$ cat config.mk
export PLATFORM = sky130hd
export DESIGN_NAME = src_front
export DESIGN_NICKNAME = d
export VERILOG_FILES = /design/src/rtl/core/src_pkg.sv /design/src/rtl/core/src_front.sv
export SDC_FILE = /design/constraint.sdc
export NUM_CORES = 2
export LEC_CHECK = 0
export ABC_AREA = 1
export BUFFER_PORTS_ARGS = -buffer_cell sky130_fd_sc_hd__buf_2
export CORE_ASPECT_RATIO = 1.75
export CORE_UTILIZATION = 30
export CTS_BUF_LIST = sky130_fd_sc_hd__clkbuf_8
export DETAILED_ROUTE_END_ITERATION = 10
export PLACE_DENSITY = 0.48
export REMOVE_ABC_BUFFERS = 1
export SKIP_LAST_GASP = 1
export SYNTH_ARGS = -nofsm -noshare
export SYNTH_HDL_FRONTEND = slang
export SYNTH_SLANG_ARGS = --single-unit
$ cat constraint.sdc
create_clock -name clk_i -period 8.6 [get_ports clk_i]
set_input_delay 1.29 -clock clk_i [delete_from_list [all_inputs] [get_ports clk_i]]
set_output_delay 1.29 -clock clk_i [all_outputs]
set_load 0.01 [all_outputs]
$ cat src/rtl/core/src_pkg.sv
// shared types, constants and helpers of the sensor reading compensation
// no dependencies
`default_nettype none

package src_pkg;

  localparam int unsigned DivSteps  = 64;
  localparam int unsigned FifoDepth = 4;

  localparam logic signed [32:0] TFineOffsetP = 33'sd128000;
  localparam logic [31:0] TFineOffsetH = 32'd76800;
  localparam logic [20:0] PressBase    = 21'd1048576;
  localparam logic [63:0] PressScale   = 64'd3125;
  localparam logic [63:0] PressBias    = 64'h0000_8000_0000_0000;
  localparam logic [31:0] HumClampMax  = 32'd419430400;
  localparam logic [31:0] HumRoundA    = 32'd16384;
  localparam logic [31:0] HumOffsetE   = 32'd2097152;
  localparam logic [31:0] HumRoundE    = 32'd8192;
  localparam logic [31:0] HumOffsetC   = 32'd32768;

  typedef struct packed {
    logic signed [15:0] t3;
    logic signed [15:0] t2;
    logic        [15:0] t1;
  } src_tcoef_t;

  typedef struct packed {
    logic signed [15:0] p9;
    logic signed [15:0] p8;
    logic signed [15:0] p7;
    logic signed [15:0] p6;
    logic signed [15:0] p5;
    logic signed [15:0] p4;
    logic signed [15:0] p3;
    logic signed [15:0] p2;
    logic        [15:0] p1;
  } src_pcoef_t;

  typedef struct packed {
    logic signed [7:0]  h6;
    logic signed [11:0] h5;
    logic signed [11:0] h4;
    logic        [7:0]  h3;
    logic signed [15:0] h2;
    logic        [7:0]  h1;
  } src_hcoef_t;

  // request as handed from front to back
  typedef struct packed {
    logic [31:0] tfine;
    logic [19:0] raw_p;
    logic [15:0] raw_h;
  } src_item_t;

  // results that ride alongside the divider
  typedef struct packed {
    logic        neg;
    logic        inv;
    logic [31:0] temp;
    logic [6:0]  hum;
  } src_side_t;

  function automatic logic [31:0] sra32(logic [31:0] v, int unsigned s);
    return 32'($signed(v) >>> s);
  endfunction

  function automatic logic [63:0] sra64(logic [63:0] v, int unsigned s);
    return 64'($signed(v) >>> s);
  endfunction

endpackage

`default_nettype wire

$ cat src/rtl/core/src_front.sv
// front part: takes raw requests and works out the fine temperature
// depends on src_pkg
`default_nettype none

module src_front import src_pkg::*; (
  input  logic        clk_i,
  input  logic        rst_ni,
  input  src_tcoef_t  tcoef_i,
  input  logic        in_valid_i,
  output logic        in_stall_o,
  input  logic [19:0] raw_temperature_i,
  input  logic [19:0] raw_pressure_i,
  input  logic [15:0] raw_humidity_i,
  input  logic        full_i,
  output logic        push_o,
  output src_item_t   push_item_o
);

  logic [3:0] v_q;
  logic       en;

  logic [19:0] rt1_q, rp1_q, rp2_q, rp3_q, rp4_q;
  logic [15:0] rh1_q, rh2_q, rh3_q, rh4_q;
  logic [31:0] tv1p_q, tdsq_q, tv1_q, tv2p_q, tfine_q;

  logic signed [17:0] tdiff;
  logic signed [33:0] tv1_full;
  logic signed [16:0] td;
  logic signed [33:0] tdsq_full;
  logic signed [47:0] tv2_full;

  assign en         = !(v_q[3] && full_i);
  assign in_stall_o = !en;
  assign push_o     = v_q[3] && !full_i;

  assign tdiff     = $signed({1'b0, rt1_q[19:3]}) - $signed({1'b0, tcoef_i.t1, 1'b0});
  assign tv1_full  = tdiff * $signed(tcoef_i.t2);
  assign td        = $signed({1'b0, rt1_q[19:4]}) - $signed({1'b0, tcoef_i.t1});
  assign tdsq_full = td * td;
  assign tv2_full  = $signed(sra32(tdsq_q, 12)) * $signed(tcoef_i.t3);

  always_ff @(posedge clk_i or negedge rst_ni) begin
    if (!rst_ni) begin
      v_q <= '0;
    end else if (en) begin
      v_q <= {v_q[2:0], in_valid_i};
    end
  end

  always_ff @(posedge clk_i) begin
    if (en) begin
      rt1_q   <= raw_temperature_i;
      rp1_q   <= raw_pressure_i;
      rh1_q   <= raw_humidity_i;
      tv1p_q  <= tv1_full[31:0];
      tdsq_q  <= tdsq_full[31:0];
      rp2_q   <= rp1_q;
      rh2_q   <= rh1_q;
      tv1_q   <= sra32(tv1p_q, 11);
      tv2p_q  <= tv2_full[31:0];
      rp3_q   <= rp2_q;
      rh3_q   <= rh2_q;
      tfine_q <= tv1_q + sra32(tv2p_q, 14);
      rp4_q   <= rp3_q;
      rh4_q   <= rh3_q;
    end
  end

  assign push_item_o.tfine = tfine_q;
  assign push_item_o.raw_p = rp4_q;
  assign push_item_o.raw_h = rh4_q;

endmodule

`default_nettype wire

==> results.ini <==
[run_status]
status=finished, final reports clean

[job]
cap_viol_max_count=0

[worst_setup_path]
startpoint=tcoef_i[0]
end_kind=register
worstSetupStartpointType=input port
critPathArrivalTime_ns=8.03
required_ns=9.01
critPathKind=input port to register
cp_max_fo=12
crit_slowest_cell=fa_1
slowest_delay_ns=0.81
r2r-start=rt1_q[15]

[timing]
rsz0062_at_grt=false
final_max_slew_viol_count=0
fmax_ghz=0.131
fin_skew_ns=0.0906
setup_viol=0
period_needed_ns=7.62
relSlewSlack_pct=28.6
hold_viol=0
finalCritPeriodShare_pct=88.6
finalSetupTns_ns=0
worst-slew-pin-transition_ns=1.07

[synthesis]
yosys_warnings=0
synth_top_family_by_area=adder cells
async_reset_ff_share_pct=1.50
syn_area_um2=41300
ys_top_cells_by_area=fa_1, edfxtp_1, inv_1
synth_compound_area_share_pct=3.73
synth_xor_area_share_pct=2.34
synth-adder-area-share_pct=47.9
synth_enable_flop_cells=263
yosys.area.top_type=fa_1
syn_area_per_cell_um2=9.09
yosys.area_share.simple_pct=13.5
ys_seq_elements=267
syn_inst=4545
ys_seq_area_share_pct=19.4
synth_ff_type=edfxtp_1
ys_types=54
muxShareOfSynthArea_pct=0
yosys.area.top_type_share_pct=39.5

[cts]
cts_tree=built
cts_buffer_depth=3
clk_pin_slew_worst_paths_ns=0.06
cts-resized-gates=0
cts_hold_buf=0
cts.sinks=267
insertion_delay_ns=0.71
root_buffer=clkbuf_8
htreeDepth=2
post_cts_buffers=0
numCtsBuffers=45

[routing]
wl_per_cell_um=17.8
viasPerCell=4.49
post-route-drc-count=0
drtIter0Drc=1416
num_vias=29433
firstDrtPassIters=5
totalWireLength_um=117000
ant_nets=0

[die]
fp.dieW_um=283
die_h_um=493
rows=179
ios=178
start_util_pct=30.3
core_area_um2=136000
die-area_um2=139000

[placement]
portBuffers=174
dp_hpwl_um=96100
place_area_um2=44400
place_congestion=0.897

[layout]
area_growth_pct=9.60
num-nets-final=5910
fin_util_pct=33.2
final_cell_mix=inv_1, nand2_1, fa_1
drive_above_1_share_pct=7.67
final_common_cell=inv_1
final_cell_area_um2=45300

[global_route]
grt_remaining_overflow=0
grt_pass1_wl_um=181000
grt_use_total_pct=17.3
grt_pass1_vias=32673
antenna_found_initial=4
grt_max_degree=82

[worst_hold_path]
hp-start=rh2_q[9]
hp-class=register to register

==> registers in the layout, indices dropped and copies added, names as in the netlist, 17 cells and up <==
signal and cells:
tfine_q 22, tv1_q 21, tv1p_q 21, rp1_q 20, rp2_q 20, rp3_q 20
rp4_q 20, tdsq_q 20, tv2p_q 18, rt1_q 17
==> worst max-delay path: cells and delay by family <==
kind / cells / cell delay, ns
fa+ha+maj: 9 / 4.43
simple gates: 12 / 1.18
compound gates: 3 / 0.56
buf+inv: 5 / 0.55
==> kinds of logic after synthesis <==
family,after synthesis
buf+inv,1418
xor+xnor,106
simple gates,1391
fa+ha+maj,1093
compound gates,270
flops,267
==> synth_stat cells, drive strengths merged (5+ instances only) <==
library cell,instances
ha,277
clkbuf,76
edfxtp,263
a21oi,127
xnor2,24
or2,26
o21ai,75
nand2,916
nor2,331
a21boi,5
fa,816
o221ai,6
nand4,18
nor4,8
o21bai,8
buf,50
nor3,17
a31oi,16
o21a,8
a21o,17
inv,1289
xor2,82
nand3,67
==> routing by layer <==
layer	vias up	wire [µm]	share of wire, %	global-route usage [%]
li1	13617	-	-	-
met2	711	66800	57	34.6
met5	-	31	0.027	0
met1	14846	40100	34	17.5
met3	253	4420	3.8	1.88
met4	6	5470	4.7	7.40
==> per-stage QoR <==
stage / cells / worst slack (ns) / hold WS (ns)
4_1_cts: 6555 / 1.01 / 0.365
2_1_floorplan: 4419 / -0.387 / 0.400
3_3_place_gp: 6472 / 0.276 / 0.400
3_5_place_dp: 6472 / 0.270 / 0.405
5_1_grt: 6556 / 0.527 / 0.385
6_report: 6556 / 0.977 / 0.391
==> final cells by class <==
class | instances | area (µm²)
flip-flops and latches | 267 | 8000
diodes | 1 | 2.50
clock buffers | 45 | 619
fillers | 14354 | 91100
repair buffers | 243 | 1440
multi-input cells | 2860 | 27900
clock inverters | 38 | 226
inverters | 1292 | 4850
well taps | 1810 | 2260
==> path summary, 6_finish.rpt <==
| check | slack [ns] | end | cells past startpoint |
|---|---|---|---|
| max | 0.98 | tv1p_q[31] | 29 |
| min | 0.39 | rh3_q[9] | 0 |
| max reg2reg | 1.30 | tv1p_q[31] | 27 |
| min reg2reg | 0.39 | rh3_q[9] | 0 |
| max in group asynchronous | 8.05 | v_q[2] | 1 |
| min in group asynchronous | 0.43 | v_q[3] | 1 |
Power is not shown: default switching activity piles up to over one toggle a cycle in this logic, so the estimate is an artifact.
