[src/rtl/core/src_pkg.sv]
// shared types, constants and helpers of the sensor reading compensation
// no dependencies
`default_nettype none

package src_pkg;

  localparam int unsigned DivSteps  = 64;
  localparam int unsigned FifoDepth = 4;

  localparam logic signed [32:0] TFineOffsetP = 33'sd128000;
  localparam logic [31:0] TFineOffsetH = 32'd76800;
  localparam logic [20:0] PressBase    = 21'd1048576;
  localparam logic [63:0] PressScale   = 64'd3125;
  localparam logic [63:0] PressBias    = 64'h0000_8000_0000_0000;
  localparam logic [31:0] HumClampMax  = 32'd419430400;
  localparam logic [31:0] HumRoundA    = 32'd16384;
  localparam logic [31:0] HumOffsetE   = 32'd2097152;
  localparam logic [31:0] HumRoundE    = 32'd8192;
  localparam logic [31:0] HumOffsetC   = 32'd32768;

  typedef struct packed {
    logic signed [15:0] t3;
    logic signed [15:0] t2;
    logic        [15:0] t1;
  } src_tcoef_t;

  typedef struct packed {
    logic signed [15:0] p9;
    logic signed [15:0] p8;
    logic signed [15:0] p7;
    logic signed [15:0] p6;
    logic signed [15:0] p5;
    logic signed [15:0] p4;
    logic signed [15:0] p3;
    logic signed [15:0] p2;
    logic        [15:0] p1;
  } src_pcoef_t;

  typedef struct packed {
    logic signed [7:0]  h6;
    logic signed [11:0] h5;
    logic signed [11:0] h4;
    logic        [7:0]  h3;
    logic signed [15:0] h2;
    logic        [7:0]  h1;
  } src_hcoef_t;

  // request as handed from front to back
  typedef struct packed {
    logic [31:0] tfine;
    logic [19:0] raw_p;
    logic [15:0] raw_h;
  } src_item_t;

  // results that ride alongside the divider
  typedef struct packed {
    logic        neg;
    logic        inv;
    logic [31:0] temp;
    logic [6:0]  hum;
  } src_side_t;

  function automatic logic [31:0] sra32(logic [31:0] v, int unsigned s);
    return 32'($signed(v) >>> s);
  endfunction

  function automatic logic [63:0] sra64(logic [63:0] v, int unsigned s);
    return 64'($signed(v) >>> s);
  endfunction

endpackage

`default_nettype wire

[src/rtl/core/src_fifo.sv]
// short queue between front and back parts
// depends on src_pkg
`default_nettype none

module src_fifo import src_pkg::*; (
  input  logic      clk_i,
  input  logic      rst_ni,
  input  logic      push_i,
  input  src_item_t item_i,
  output logic      full_o,
  input  logic      pop_i,
  output logic      empty_o,
  output src_item_t item_o
);

  localparam int unsigned PtrW = $clog2(FifoDepth);

  logic [PtrW-1:0] wr_q, rd_q;
  logic [PtrW:0]   cnt_q;
  src_item_t       mem_q [FifoDepth];

  assign full_o  = (cnt_q == (PtrW+1)'(FifoDepth));
  assign empty_o = (cnt_q == '0);
  assign item_o  = mem_q[rd_q];

  always_ff @(posedge clk_i or negedge rst_ni) begin
    if (!rst_ni) begin
      wr_q  <= '0;
      rd_q  <= '0;
      cnt_q <= '0;
    end else begin
      if (push_i) wr_q <= wr_q + 1'b1;
      if (pop_i)  rd_q <= rd_q + 1'b1;
      if (push_i && !pop_i)      cnt_q <= cnt_q + 1'b1;
      else if (pop_i && !push_i) cnt_q <= cnt_q - 1'b1;
    end
  end

  always_ff @(posedge clk_i) begin
    if (push_i) mem_q[wr_q] <= item_i;
  end

endmodule

`default_nettype wire

[config.mk]
export PLATFORM = sky130hd
export DESIGN_NAME = src_fifo
export DESIGN_NICKNAME = d
export VERILOG_FILES = /design/src/rtl/core/src_pkg.sv /design/src/rtl/core/src_fifo.sv
export SDC_FILE = /design/constraint.sdc
export NUM_CORES = 1
export LEC_CHECK = 0
export BUFFER_PORTS_ARGS = -buffer_cell sky130_fd_sc_hd__buf_2
export CAP_MARGIN = 20
export CORE_MARGIN = 2
export CORE_UTILIZATION = 60
export CTS_CLUSTER_DIAMETER = 100
export DETAILED_ROUTE_END_ITERATION = 7
export GPL_TIMING_DRIVEN = 0
export HOLD_SLACK_MARGIN = 0.05
export PLACE_DENSITY = 0.83
export RECOVER_POWER = 25
export SYNTH_ARGS = -nofsm -noshare
export SYNTH_HDL_FRONTEND = slang
export SYNTH_SLANG_ARGS = --single-unit
export TNS_END_PERCENT = 100
[constraint.sdc]
create_clock -name clk_i -period 4.6 [get_ports clk_i]
set_clock_uncertainty 0.1 [all_clocks]
set_input_delay 0.23 -clock clk_i [delete_from_list [all_inputs] [get_ports clk_i]]
set_output_delay 0.23 -clock clk_i [all_outputs]
set_load 0.01 [all_outputs]
==> impl_metrics.toml <==
[setup_path]
timing_worst_setup_path_type = "reg2out"
cp_top_family = "buffers and inverters"
slowest_delay_ns = 0.34
worst_r2r_endpoint = "mem_q[2][15]$_DFFE_PP_"
crit_path_end_kind = "output pin"
r2r_start = "wr_q[0]$_DFFE_PN0P_"
r2r_cells = 4
critPathMaxFanout = 10
cp.arrival_ns = 2.05
cpMostUsedCell = "buf_2"
worst-path-buf-inv = 4
start_kind = "flop"
crit_path_top_delay_cell = "mux4_2"
cp_cell_sequence = "buf_2, buf_2, buf_4, mux4_2, buf_2"
required_ns = 4.27
reg2reg_slack_ns = 2.68

[drt]
via_per_inst = 5.60
firstDrtPassIters = 5
wl_per_cell_um = 22.5
drtIter0Drc = 336
wirelength_um = 19600
route.vias.total = 4891
drc_errors = 0
ant_nets = 0

[floorplan]
core-area_um2 = 16600
rows = 47
top_level_ports = 142
die-height_um = 135
die_w_um = 135
initial_utilization_pct = 61.8
die_area_um2 = 18200

[place]
port_buffers = 141
place_inst = 755
placed_cell_area_um2 = 11400
dp_hpwl_um = 11100
gp_congestion = 0.679

[flow_run]
cap_viol_max_count = 0

[timing]
finalSetupViolCount = 0
min_period_ns = 2.38
tightest_slew_ns = 0.540
final_max_slew_viol_count = 0
grt_setup_unrepaired = "false"
fin_setup_tns_ns = 0
slew_headroom_pct = 64.0
fin_crit_sh_pct = 51.7
final_hold_viol_count = 0
fmax_ghz = 0.421

[logic_synthesis]
seq_area_frac_synth_pct = 81.1
synth_async_sr_flop_share_pct = 2.51
synth_edf_count = 272
ys.flop_type = "edfxtp_1"
syn_nets = 468
synth_cells = 390
synth-warning-count = 0
synthTopCellsByCount = "272 x edfxtp_1, 68 x mux4_2, 7 x buf_12, 7 x buf_2, 7 x dfrtp_1"
synth_cell_type_count = 19
yosysMostFrequentCell = "edfxtp_1"
synth_area_per_cell_um2 = 26.4
yosys.area.top_type = "edfxtp_1"
synth_seq_cells = 279
syn_area_um2 = 10300
synth.area.top_cells = "edfxtp_1 79%, mux4_2 15%, dfrtp_1 1.7%"
synth_top_area_share_pct = 79.4

[hold_path]
hold_depth = 2
hold_end = "mem_q[2][62]$_DFFE_PP_"
hold_path_class = "in2reg"
min_from = "item_i[62]"

[clock_tree]
numCtsBuffers = 27
cts_tree = "yes"
insertion_delay_ns = 0.51
clock_sinks = 279
cts_buffer_depth = 3
htreeDepth = 1
cts_setup_buffers = 0
path_clk_slew_ns = 0.06
cts_root_buf = "clkbuf_16"

[layout]
register_area_um2 = 8340
fin_cells = 873
syn_to_final_growth_pct = 25.8
multiInputGateArea_um2 = 1740
drive_gt1_share_pct = 34.8
fillCellCount = 864
final_design_area_no_fill_um2 = 12900
antenna-diode-count = 0
final_nets = 714

[grt]
antenna_found_initial = 0
grt_pass1_vias = 5365
overflow = 0
grt_max_degree = 43
grt_pass1_wl_um = 30400
track_usage_pct = 22.2

[pwr]
finalPower_mw = 8.10
cellLeakagePower_nw = 4.45
pwr_density_cell_nw_per_um2 = 626
vdd.ir_drop.worst_mv = 0.489

[run_status]
outcome = "finished clean"
routing by layer:
metal | global-route usage (%) | vias to the layer above | part of all wire [%]
li1 | - | 2158 | -
met1 | 29.0 | 2538 | 38
met2 | 39.7 | 171 | 54
met3 | 3.68 | 24 | 6.0
met4 | 5.32 | 0 | 1.3
met5 | 0 | - | 0
worst max-delay path by stage:
stage / from / end / slack [ns] / cells past startpoint
2_1_floorplan: wr_q[0]$_DFFE_PN0P_ / mem_q[2][0]$_DFFE_PP_ / 1.86 / 3
5_1_grt: rd_q[1]$_DFFE_PN0P_ / item_o[44] / 2.12 / 5
6_report: rd_q[1]$_DFFE_PN0P_ / item_o[42] / 2.22 / 5
3_5_place_dp: wr_q[0]$_DFFE_PN0P_ / mem_q[2][62]$_DFFE_PP_ / 2.67 / 4
4_1_cts: rd_q[1]$_DFFE_PN0P_ / item_o[42] / 2.17 / 5
3_3_place_gp: wr_q[0]$_DFFE_PN0P_ / mem_q[0][12]$_DFFE_PP_ / 0.70 / 3
flip-flops by register name, indices dropped and copies added, names as in the netlist:
| register | cells |
|---|---|
| mem_q | 272 |
| cnt_q | 3 |
| rd_q | 2 |
| wr_q | 2 |
final cells by class:
| class | count | area share, % |
|---|---|---|
| clock inverter | 12 | 1.40 |
| tap | 220 | 2.13 |
| buffer | 16 | 1.50 |
| multi-input combinational | 91 | 13.5 |
| timing repair buffer | 217 | 11.5 |
| sequential | 279 | 64.5 |
| clock buffer | 34 | 5.43 |
| inverter | 4 | 0.116 |
worst reg2reg max path: stages, from the launching register on:
cell     delay, ns
dfrtp_1       0.43
inv_1         0.11
ha_1          0.16
and2_4        0.49
buf_16        0.30
report_power, final:
part	switching [mW]	total [mW]	internal, mW
sequential	0.129	3.45	3.33
clock	0.856	2.21	1.35
combinational	1.25	2.44	1.19
total	2.23	8.10	5.86
layout by cell type (no fill, tap or decap):
cell type      Yosys  routed
xor2_1             4       4
buf_6              1       1
inv_1              4       4
clkinv_1           0       5
dlygate4sd3_1      0      72
nor3b_1            1       1
bufinv_16          0       5
nand2_1            2       2
xnor2_1            2       2
mux4_2            68      68
ha_1               5       5
o21ai_0            1       1
mux2_2             1       1
buf_16             0       4
clkbuf_1           0      48
clkbuf_16          0      27
clkinv_2           0       1
buf_2              7     107
dfrtp_1            7       7
and2_4             0       4
nor2_1             1       1
edfxtp_1         272     272
buf_4              1       1
clkinvlp_4         0       1
nor3_1             1       1
buf_12             7       7
fa_1               1       1
stage by stage:
step	utilization [%]	hold WS, ns	setup WS (ns)
floorplan	-	-0.166	1.86
global placement	67.7	-0.0343	0.700
detailed placement	68.4	-0.0256	2.67
CTS	78.0	0.337	2.17
global route	77.7	0.395	2.12
finish	77.7	0.381	2.22
repair_timing:
| action | CTS | global route |
|---|---|---|
| endpoints found under the hold margin | 283 | 0 |
| hold buffers | 72 | 0 |
| gates resized for setup | 0 | 0 |
cells by family (layout without fill, tap and decap cells):
group / Yosys count / in the layout / share of synthesized area, %
flops: 279 / 279 / 81.1
mux: 69 / 69 / 15.0
buf+inv: 20 / 283 / 2.03
simple gates: 9 / 9 / 0.474
fa+ha+maj: 6 / 6 / 0.803
xor+xnor: 6 / 6 / 0.511
compound gates: 1 / 1 / 0.0486
No activity file was read; power rests on OpenSTA's default activity.
